[config.mk]
export PLATFORM = sky130hd
export DESIGN_NAME = qrs_filter_chain_unit_flat
export DESIGN_NICKNAME = d
export VERILOG_FILES = /design/src/hdl/qfc_pkg.sv /design/src/hdl/qfc_if.sv /design/src/hdl/qfc_front.sv /design/src/hdl/qfc_queue.sv /design/src/hdl/qfc_div.sv /design/src/hdl/qfc_back.sv /design/src/hdl/qrs_filter_chain_unit.sv /design/src/flat_wrapper.sv
export SDC_FILE = /design/constraint.sdc
export NUM_CORES = 2
export LEC_CHECK = 0
export BUFFER_PORTS_ARGS = -buffer_cell sky130_fd_sc_hd__clkbuf_2
export CAP_MARGIN = 30
export CORE_ASPECT_RATIO = 2
export CORE_UTILIZATION = 69
export CTS_CLUSTER_SIZE = 16
export DETAILED_ROUTE_END_ITERATION = 16
export HOLD_SLACK_MARGIN = 0.1
export MAX_ROUTING_LAYER = met4
export PLACE_DENSITY = 0.87
export RECOVER_POWER = 25
export SLEW_MARGIN = 10
export SYNTH_ARGS = -nofsm -noshare
export SYNTH_HDL_FRONTEND = slang
export SYNTH_SLANG_ARGS = --single-unit
[constraint.sdc]
create_clock -name clk -period 40.8 [get_ports clk]
set_input_delay 8.16 -clock clk [delete_from_list [all_inputs] [get_ports clk]]
set_output_delay 8.16 -clock clk [all_outputs]
set_load 0.1 [all_outputs]
[src/hdl/qfc_pkg.sv]
package qfc_pkg;

  // Field types of the input and result items.
  typedef logic signed [11:0] sample_t;
  typedef logic signed [23:0] bandpass_t;
  typedef logic        [31:0] integ_t;

  // Low-pass output, kept in 20-bit two's complement.
  typedef logic signed [19:0] lowpass_t;

  // Delay line lengths of the filters.
  localparam int LP_TAPS  = 12;
  localparam int HP_TAPS  = 32;
  localparam int DER_TAPS = 4;

  // Queue between the filter front and the integrator back.
  localparam int QDEPTH = 4;
  localparam int QIDX   = $clog2(QDEPTH);

  // Quotient bits resolved in each divider stage.
  localparam int DIV_BITS = 4;

  // Queue status seen by both sides.
  typedef struct packed {
    logic full;
    logic empty;
  } q_stat_t;

endpackage

[src/hdl/qfc_if.sv]
// Channel carrying one ECG sample per item.
interface qfc_in_if;
  logic             valid;
  logic             ready;
  qfc_pkg::sample_t sample;

  modport source (output valid, output sample, input ready);
  modport sink   (input valid, input sample, output ready);
endinterface

// Channel carrying one filtered result per item.
interface qfc_out_if;
  logic               valid;
  logic               ready;
  qfc_pkg::bandpass_t bandpassed;
  qfc_pkg::integ_t    integrated;

  modport source (output valid, output bandpassed, output integrated, input ready);
  modport sink   (input valid, input bandpassed, input integrated, output ready);
endinterface

[src/hdl/qfc_front.sv]
module qfc_front (
  input  logic               clk,
  input  logic               rst_n,
  qfc_in_if.sink             in_ch,
  input  qfc_pkg::q_stat_t   q_stat,
  output logic               push,
  output qfc_pkg::bandpass_t push_hp
);
  import qfc_pkg::*;

  // Low-pass state.
  sample_t   lpx_r [LP_TAPS];
  lowpass_t  y1_r;
  lowpass_t  y2_r;
  lowpass_t  lp_r;
  logic      lpv_r;

  // High-pass state.
  lowpass_t  hpx_r [HP_TAPS];
  bandpass_t hp_prev_r;

  logic                a_fire;
  logic                b_fire;
  logic signed [14:0]  lp_num;
  logic signed [14:0]  lp_adj;
  logic signed [9:0]   lp_q;
  logic signed [22:0]  lp_sum;
  lowpass_t            lp_nxt;
  logic signed [19:0]  cur_adj;
  logic signed [19:0]  old_adj;
  logic signed [25:0]  hp_sum;
  bandpass_t           hp_nxt;

  // Stage A takes a sample whenever stage B is empty or moving on.
  assign b_fire      = lpv_r && !q_stat.full;
  assign in_ch.ready = !lpv_r || b_fire;
  assign a_fire      = in_ch.valid && in_ch.ready;

  // Low-pass: y = 2*y1 - y2 + (x - 2*x6 + x12)/32, division truncating toward zero.
  always_comb begin
    lp_num = 15'(in_ch.sample) - (15'(lpx_r[5]) <<< 1) + 15'(lpx_r[11]);
    lp_adj = lp_num + {10'd0, {5{lp_num[14]}}};
    lp_q   = lp_adj[14:5];
    lp_sum = (23'(y1_r) <<< 1) - 23'(y2_r) + 23'(lp_q);
    lp_nxt = lp_sum[19:0];
  end

  // High-pass: y = y1 - x/32 + x16 - x17 + x32/32, wrapped to 24 bits.
  always_comb begin
    cur_adj = lp_r + {15'd0, {5{lp_r[19]}}};
    old_adj = hpx_r[HP_TAPS-1] + {15'd0, {5{hpx_r[HP_TAPS-1][19]}}};
    hp_sum  = 26'(hp_prev_r) - 26'($signed(cur_adj[19:5]))
            + 26'(hpx_r[15]) - 26'(hpx_r[16])
            + 26'($signed(old_adj[19:5]));
    hp_nxt  = hp_sum[23:0];
  end

  assign push    = b_fire;
  assign push_hp = hp_nxt;

  // Stage A registers and low-pass history.
  always_ff @(posedge clk) begin
    if (!rst_n) begin
      lpv_r <= 1'b0;
      y1_r  <= '0;
      y2_r  <= '0;
      for (int i = 0; i < LP_TAPS; i++) lpx_r[i] <= '0;
    end else begin
      lpv_r <= a_fire || (lpv_r && !b_fire);
      if (a_fire) begin
        y1_r     <= lp_nxt;
        y2_r     <= y1_r;
        lpx_r[0] <= in_ch.sample;
        for (int i = 1; i < LP_TAPS; i++) lpx_r[i] <= lpx_r[i-1];
      end
    end
  end

  // Low-pass value waiting for stage B.
  always_ff @(posedge clk) begin
    if (a_fire) begin
      lp_r <= lp_nxt;
    end
  end

  // Stage B history, advanced when the item enters the queue.
  always_ff @(posedge clk) begin
    if (!rst_n) begin
      hp_prev_r <= '0;
      for (int i = 0; i < HP_TAPS; i++) hpx_r[i] <= '0;
    end else if (b_fire) begin
      hp_prev_r <= hp_nxt;
      hpx_r[0]  <= lp_r;
      for (int i = 1; i < HP_TAPS; i++) hpx_r[i] <= hpx_r[i-1];
    end
  end

endmodule

[src/hdl/qfc_queue.sv]
module qfc_queue (
  input  logic               clk,
  input  logic               rst_n,
  input  logic               push,
  input  qfc_pkg::bandpass_t push_data,
  input  logic               pop,
  output qfc_pkg::bandpass_t head,
  output qfc_pkg::q_stat_t   stat
);
  import qfc_pkg::*;

  bandpass_t       mem_r [QDEPTH];
  logic [QIDX-1:0] wr_ptr_r;
  logic [QIDX-1:0] rd_ptr_r;
  logic [QIDX:0]   cnt_r;

  assign head       = mem_r[rd_ptr_r];
  assign stat.full  = (cnt_r == (QIDX+1)'(QDEPTH));
  assign stat.empty = (cnt_r == '0);

  // Pointers and fill count; the sides only push when not full and pop when not empty.
  always_ff @(posedge clk) begin
    if (!rst_n) begin
      wr_ptr_r <= '0;
      rd_ptr_r <= '0;
      cnt_r    <= '0;
    end else begin
      if (push) wr_ptr_r <= wr_ptr_r + 1'b1;
      if (pop)  rd_ptr_r <= rd_ptr_r + 1'b1;
      if (push && !pop) begin
        cnt_r <= cnt_r + 1'b1;
      end else if (pop && !push) begin
        cnt_r <= cnt_r - 1'b1;
      end
    end
  end

  // Entry storage.
  always_ff @(posedge clk) begin
    if (push) begin
      mem_r[wr_ptr_r] <= push_data;
    end
  end

endmodule

[src/hdl/qfc_div.sv]
module qfc_div #(
  parameter int WINDOW_LEN = 30
) (
  input  logic                                  clk,
  input  logic                                  rst_n,
  input  logic                                  en,
  input  logic                                  in_v,
  input  logic [32+$clog2(WINDOW_LEN)-1:0]      in_sum,
  input  qfc_pkg::bandpass_t                    in_hp,
  output logic                                  out_v,
  output qfc_pkg::bandpass_t                    out_hp,
  output qfc_pkg::integ_t                       out_quo
);
  import qfc_pkg::*;

  localparam int CW  = $clog2(WINDOW_LEN);
  localparam int SW  = 32 + CW;
  localparam int NST = (SW + DIV_BITS - 1) / DIV_BITS;
  localparam int PW  = NST * DIV_BITS;
  localparam logic [CW:0] DIVISOR = (CW+1)'(WINDOW_LEN);

  logic [NST-1:0] v_r;
  logic [PW-1:0]  num_r [NST];
  logic [PW-1:0]  quo_r [NST];
  logic [CW-1:0]  rem_r [NST];
  bandpass_t      hp_r  [NST];

  logic [NST-1:0] src_v;
  logic [PW-1:0]  src_num [NST];
  logic [PW-1:0]  src_quo [NST];
  logic [CW-1:0]  src_rem [NST];
  bandpass_t      src_hp  [NST];

  logic [PW-1:0]  nxt_num [NST];
  logic [PW-1:0]  nxt_quo [NST];
  logic [CW-1:0]  nxt_rem [NST];

  for (genvar k = 0; k < NST; k++) begin : g_stage
    // Stage inputs: the window sum for the first stage, the previous stage otherwise.
    if (k == 0) begin : g_first
      assign src_v[k]   = in_v;
      assign src_num[k] = PW'(in_sum);
      assign src_quo[k] = '0;
      assign src_rem[k] = '0;
      assign src_hp[k]  = in_hp;
    end else begin : g_next
      assign src_v[k]   = v_r[k-1];
      assign src_num[k] = num_r[k-1];
      assign src_quo[k] = quo_r[k-1];
      assign src_rem[k] = rem_r[k-1];
      assign src_hp[k]  = hp_r[k-1];
    end

    // Restoring division, a few quotient bits per stage.
    always_comb begin
      logic [PW-1:0] num;
      logic [PW-1:0] quo;
      logic [CW:0]   t;
      num = src_num[k];
      quo = src_quo[k];
      t   = {1'b0, src_rem[k]};
      for (int b = 0; b < DIV_BITS; b++) begin
        t   = {t[CW-1:0], num[PW-1]};
        num = num << 1;
        if (t >= DIVISOR) begin
          t   = t - DIVISOR;
          quo = {quo[PW-2:0], 1'b1};
        end else begin
          quo = {quo[PW-2:0], 1'b0};
        end
      end
      nxt_num[k] = num;
      nxt_quo[k] = quo;
      nxt_rem[k] = t[CW-1:0];
    end

    // Stage valid bit.
    always_ff @(posedge clk) begin
      if (!rst_n) begin
        v_r[k] <= 1'b0;
      end else if (en) begin
        v_r[k] <= src_v[k];
      end
    end

    // Stage payload.
    always_ff @(posedge clk) begin
      if (en) begin
        num_r[k] <= nxt_num[k];
        quo_r[k] <= nxt_quo[k];
        rem_r[k] <= nxt_rem[k];
        hp_r[k]  <= src_hp[k];
      end
    end
  end

  // The quotient never exceeds 32 bits since each window entry is at most 2^32-1.
  assign out_v   = v_r[NST-1];
  assign out_hp  = hp_r[NST-1];
  assign out_quo = quo_r[NST-1][31:0];

endmodule

[src/hdl/qfc_back.sv]
module qfc_back #(
  parameter int WINDOW_LEN = 30
) (
  input  logic               clk,
  input  logic               rst_n,
  input  qfc_pkg::q_stat_t   q_stat,
  input  qfc_pkg::bandpass_t q_head,
  output logic               pop,
  qfc_out_if.source          out_ch
);
  import qfc_pkg::*;

  localparam int CW = $clog2(WINDOW_LEN);
  localparam int SW = 32 + CW;

  logic               en;
  logic               div_v;

  // Derivative stage.
  bandpass_t          der_r [DER_TAPS];
  logic               s1_v_r;
  bandpass_t          s1_hp_r;
  logic [23:0]        s1_mag_r;

  // Squaring stage.
  logic               s2_v_r;
  bandpass_t          s2_hp_r;
  logic [47:0]        s2_prod_r;

  // Window stage.
  integ_t             win_r [WINDOW_LEN];
  logic [SW-1:0]      sum_r;
  logic               s3_v_r;
  bandpass_t          s3_hp_r;

  logic signed [26:0] dsum;
  logic signed [26:0] dadj;
  bandpass_t          dv;
  logic [23:0]        mag;
  integ_t             sat;

  // The whole back pipeline moves together unless the result is held.
  assign en  = !div_v || out_ch.ready;
  assign pop = en && !q_stat.empty;

  // Five-point derivative (2x + x1 - x3 - 2x4)/8, truncating toward zero.
  always_comb begin
    dsum = (27'(q_head) <<< 1) + 27'(der_r[0]) - 27'(der_r[2]) - (27'(der_r[3]) <<< 1);
    dadj = dsum + {24'd0, {3{dsum[26]}}};
    dv   = dadj[26:3];
    mag  = dv[23] ? 24'(-dv) : 24'(dv);
  end

  // Squares above 32 bits clamp to all ones.
  assign sat = (|s2_prod_r[47:32]) ? '1 : s2_prod_r[31:0];

  // Valid bits and filter state.
  always_ff @(posedge clk) begin
    if (!rst_n) begin
      s1_v_r <= 1'b0;
      s2_v_r <= 1'b0;
      s3_v_r <= 1'b0;
      sum_r  <= '0;
      for (int i = 0; i < DER_TAPS; i++) der_r[i] <= '0;
      for (int i = 0; i < WINDOW_LEN; i++) win_r[i] <= '0;
    end else if (en) begin
      s1_v_r <= !q_stat.empty;
      s2_v_r <= s1_v_r;
      s3_v_r <= s2_v_r;
      if (!q_stat.empty) begin
        der_r[0] <= q_head;
        for (int i = 1; i < DER_TAPS; i++) der_r[i] <= der_r[i-1];
      end
      if (s2_v_r) begin
        sum_r    <= sum_r - SW'(win_r[WINDOW_LEN-1]) + SW'(sat);
        win_r[0] <= sat;
        for (int i = 1; i < WINDOW_LEN; i++) win_r[i] <= win_r[i-1];
      end
    end
  end

  // Stage payload.
  always_ff @(posedge clk) begin
    if (en) begin
      s1_hp_r   <= q_head;
      s1_mag_r  <= mag;
      s2_hp_r   <= s1_hp_r;
      s2_prod_r <= 48'(s1_mag_r) * 48'(s1_mag_r);
      s3_hp_r   <= s2_hp_r;
    end
  end

  // Window average and the output register at its last stage.
  qfc_div #(
    .WINDOW_LEN (WINDOW_LEN)
  ) u_div (
    .clk     (clk),
    .rst_n   (rst_n),
    .en      (en),
    .in_v    (s3_v_r),
    .in_sum  (sum_r),
    .in_hp   (s3_hp_r),
    .out_v   (div_v),
    .out_hp  (out_ch.bandpassed),
    .out_quo (out_ch.integrated)
  );

  assign out_ch.valid = div_v;

endmodule

[src/hdl/qrs_filter_chain_unit.sv]
// Throughput: one item per cycle as long as the result side does not stall; the
// window-average divider is pipelined at four bits a stage.
// A four-item queue between the filters and the integrator absorbs output stalls.
// Reset (rst_n low, synchronous) clears all delay lines, the window sum and all valid bits.
module qrs_filter_chain_unit #(
  parameter int WINDOW_LEN = 30
) (
  input  logic      clk,
  input  logic      rst_n,
  qfc_in_if.sink    in_ch,
  qfc_out_if.source out_ch
);
  import qfc_pkg::*;

  logic      push;
  bandpass_t push_hp;
  logic      pop;
  bandpass_t q_head;
  q_stat_t   q_stat;

  // Low-pass and high-pass filters.
  qfc_front u_front (
    .clk     (clk),
    .rst_n   (rst_n),
    .in_ch   (in_ch),
    .q_stat  (q_stat),
    .push    (push),
    .push_hp (push_hp)
  );

  // Queue of band-passed values.
  qfc_queue u_queue (
    .clk       (clk),
    .rst_n     (rst_n),
    .push      (push),
    .push_data (push_hp),
    .pop       (pop),
    .head      (q_head),
    .stat      (q_stat)
  );

  // Derivative, squaring and moving-window integration.
  qfc_back #(
    .WINDOW_LEN (WINDOW_LEN)
  ) u_back (
    .clk    (clk),
    .rst_n  (rst_n),
    .q_stat (q_stat),
    .q_head (q_head),
    .pop    (pop),
    .out_ch (out_ch)
  );

endmodule

[src/flat_wrapper.sv]
// flat-port wrapper written by rule: the top's interface ports become plain ports
module qrs_filter_chain_unit_flat import qfc_pkg::*;
#(
  parameter int WINDOW_LEN = 30
)
  (clk, rst_n, in_ch_valid, in_ch_sample, in_ch_ready, out_ch_valid, out_ch_bandpassed, out_ch_integrated, out_ch_ready);
  qfc_in_if in_ch_i ();
  qfc_out_if out_ch_i ();
  input  logic clk;
  input  logic rst_n;
  input wire logic [$bits(in_ch_i.valid)-1:0] in_ch_valid;
  input wire logic [$bits(in_ch_i.sample)-1:0] in_ch_sample;
  output wire logic [$bits(in_ch_i.ready)-1:0] in_ch_ready;
  output wire logic [$bits(out_ch_i.valid)-1:0] out_ch_valid;
  output wire logic [$bits(out_ch_i.bandpassed)-1:0] out_ch_bandpassed;
  output wire logic [$bits(out_ch_i.integrated)-1:0] out_ch_integrated;
  input wire logic [$bits(out_ch_i.ready)-1:0] out_ch_ready;
  assign in_ch_i.valid = in_ch_valid;
  assign in_ch_i.sample = in_ch_sample;
  assign in_ch_ready = in_ch_i.ready;
  assign out_ch_valid = out_ch_i.valid;
  assign out_ch_bandpassed = out_ch_i.bandpassed;
  assign out_ch_integrated = out_ch_i.integrated;
  assign out_ch_i.ready = out_ch_ready;
  qrs_filter_chain_unit #(.WINDOW_LEN(WINDOW_LEN)) u_core (.clk(clk), .rst_n(rst_n), .in_ch(in_ch_i), .out_ch(out_ch_i));
endmodule
==> run_results.csv <==
group,metric,value,unit
sta,min_period,16.02,ns
route,dr_total_vias,72100,
route,drtAntennaViolNets,0,
synth,synth.avg_cell_area,14.0,µm²
grt,track_usage,0.289,
sta,fin_worst_skew,0.0781,ns
cts,post_cts_buffers,0,
cells_and_area,final_cell_mix,"edfxtp_1, and3_1, inv_1",
cells_and_area,layout-drive-gt1-share,0.0598,
synth,yosysWarnings,0,
route,wirelength,264000,µm
cts,cts_sinks,2819,
route,vias_per_cell,6.01,
cells_and_area,layout_commonest_cell,"edfxtp_1",
setup_path,cp-end-kind,"flip-flop",
route,drc,0,
cts,cts-root-buf,"clkbuf_16",
synth,synth_edf_count,2695,
grt,grt_pass1_vias,75300,
cts,clk_pin_slew,0.07,ns
cts,tritoncts,"built",
grt,gr-total-overflow,0,
status,violations,"max-capacitance violations, max-slew violations",
setup_path,path_max_fanout,145,
placed_design,numPortBuffers,73,
synth,syn_nets,10300,
synth,ys_seq_elements,2819,
placed_design,place.gp.congestion,0.962,
synth,postSynthCellCount,9333,
route,dr.pass1.iters,6,
cells_and_area,nFillCells,10800,
floorplanning,die_w,310,µm
floorplanning,start_util,0.696,
cells_and_area,nets,10300,
setup_path,start_kind,"primary input",
floorplanning,rows,225,
cts,max-clock-path-buffers,4,
sta,worst_pin_slew,5.16,ns
grt,grt_pass1_wl,411000,µm
setup_path,cp_data_arrival_time,16.61,ns
route,first_iter_violations,6331,
route,wl_per_cell,22.0,µm
floorplanning,ioPinCount,74,
synth,synth_top_flop_cell,"edfxtp_1",
status,status,"complete, but fails checks",
cells_and_area,area_growth,7.83,%
cts,cts_resized,0,
floorplanning,dieArea,191000,µm²
setup_path,critPathKind,"in -> reg",
setup_path,required,41.39,ns
sta,max_freq,62.4,MHz
sta,hold_viol,0,
grt,antenna_found_initial,12,
cts,cts_buffers,228,
synth,synth_area,131000,µm²
sta,tns,0,ns
cts,htree_levels,4,
placed_design,dp_hpwl,170000,µm
synth,synthArstFlopShare,0,
synth,ys_seq_area_frac,0.638,
cts,clk_latency,0.89,ns
sta,final-max-slew-violation-count,952,
sta,setup_viol,0,
sta,relSlewSlack,-2.44,
cts,ctsHoldBuffers,0,
sta,finalCritPeriodShare,0.393,
floorplanning,dieHeight,618,µm
worst_hold_path,hold_class,"reg -> reg",
flow_run,cap_violations,15,
floorplanning,core,188000,µm²
sta,rsz0062_at_grt,"no",
synth,ys_types,92,
grt,grt_max_degree,308,
==> path summary, 6_finish.rpt <==
kind / start / endpoint / slack [ns] / cells past startpoint
min reg2reg: u_core.u_back.u_div.hp_r[4][20]$_DFFE_PN_ / u_core.u_back.u_div.hp_r[5][20]$_DFFE_PN_ / 0.37 / 0
max reg2reg: flip-flop / u_core.u_back.s1_mag_r[22]$_DFFE_PN_ / 31.62 / 23
min: u_core.u_back.u_div.hp_r[4][20]$_DFFE_PN_ / u_core.u_back.u_div.hp_r[5][20]$_DFFE_PN_ / 0.37 / 0
max: out_ch_ready / u_core.u_back.win_r[1][64]$_SDFFCE_PN0P_ / 24.78 / 10
==> worst max-delay path, cell delays in order <==
cell and delay [ns]:
clkbuf_2 0.09, nor2b_1 1.05, clkinvlp_2 3.72, and2_4 1.66, nor2_1 0.32, buf_6 0.21
inv_8 0.11, buf_12 0.31, buf_4 0.45, buf_16 0.28
==> stage by stage <==
| step | std cells | instance area [µm²] | hold slack, ns | utilization | setup WS (ns) |
|---|---|---|---|---|---|
| floorplan | 9333 | 131000 | 0.400 | - | 10.98 |
| global placement | 11500 | 133000 | 0.400 | 0.710 | 25.18 |
| detailed placement | 11600 | 134000 | 0.405 | 0.711 | 25.35 |
| CTS | 11900 | 141000 | 0.356 | 0.749 | 26.27 |
| global route | 12000 | 141000 | 0.356 | 0.750 | 24.29 |
| finish | 12000 | 141000 | 0.367 | 0.750 | 24.78 |
==> flip-flops by register name, summed over array words and instances (netlist names), 9 cells and up, named ones only <==
| signal | cells |
|---|---|
| u_core.u_back.der_r | 96 |
| u_core.u_back.s1_hp_r | 24 |
| u_core.u_back.s1_mag_r | 24 |
| u_core.u_back.s2_hp_r | 24 |
| u_core.u_back.s2_prod_r | 47 |
| u_core.u_back.s3_hp_r | 24 |
| u_core.u_back.sum_r | 37 |
| u_core.u_back.u_div.hp_r | 240 |
| u_core.u_back.u_div.num_r | 171 |
| u_core.u_back.u_div.quo_r | 144 |
| u_core.u_back.u_div.rem_r | 41 |
| u_core.u_back.u_div.src_v | 9 |
| u_core.u_back.win_r | 960 |
| u_core.u_front.hp_prev_r | 24 |
| u_core.u_front.hpx_r | 640 |
| u_core.u_front.lp_r | 20 |
| u_core.u_front.lpx_r | 144 |
| u_core.u_front.y1_r | 20 |
| u_core.u_front.y2_r | 20 |
| u_core.u_queue.mem_r | 96 |
==> cell type report <==
type / count / area, µm² / share of cell area
tap: 2497 / 3120 / 0.0221
inverter: 1020 / 3860 / 0.0273
clock buffer: 286 / 6090 / 0.0432
timing repair buffer: 186 / 1630 / 0.0116
antenna: 39 / 97.6 / 0.000692
sequential: 2819 / 83400 / 0.591
clock inverter: 105 / 953 / 0.00676
multi-input combinational: 5049 / 41900 / 0.297
==> kinds of logic (layout without fill, tap and decap cells) <==
logic type | after synthesis | in the layout | synth area share
muxes | 78 | 78 | 0.00866
and+or+nand+nor | 3036 | 3036 | 0.132
buffers and inverters | 1465 | 1597 | 0.0421
AOI/OAI and AO/OA | 721 | 721 | 0.0358
other | 0 | 39 | 0
xor gates and xnor gates | 256 | 256 | 0.0172
adders and majority gates | 958 | 958 | 0.127
DFF | 2819 | 2819 | 0.638
==> synthesized netlist by cell type (all sizes together), types with 7 or more instances <==
master	number	area, µm²
mux4	26	586
and2	842	5270
a31oi	30	188
and3b	7	61.3
a21oi	230	1150
and4	12	105
nor2	225	845
fa	615	12300
dfxtp	124	2480
nand4	26	163
nand3b	11	82.6
nor3b	14	105
nor2b	36	225
a211o	10	87.6
or3	20	125
buf	11	52.6
o31a	7	61.3
or2	19	119
a221oi	8	70.1
ha	343	4290
and3	1093	6840
nor4	15	115
inv	1018	3820
o21ai	130	651
nand2	475	1780
xnor2	168	1470
a41oi	15	131
a22o	16	140
nand3	65	325
edfxtp	2695	80900
mux2	21	236
or4	11	82.6
xor2	87	762
a21boi	19	143
a21o	63	473
o22ai	18	113
o31ai	16	120
nand2b	26	163
mux2i	31	310
nor3	115	586
o21bai	18	135
o21a	24	180
o211ai	16	120
a211oi	25	210
clkbuf	434	1630
==> routing by layer <==
metal | GRT usage | wire length [µm]
met5 | - | 0
met4 | 0.186 | 20400
met3 | 0.0329 | 11300
met2 | 0.503 | 142000
met1 | 0.310 | 89800
Power is not shown: default switching activity piles up to over one toggle a cycle in this logic, so the estimate is an artifact.
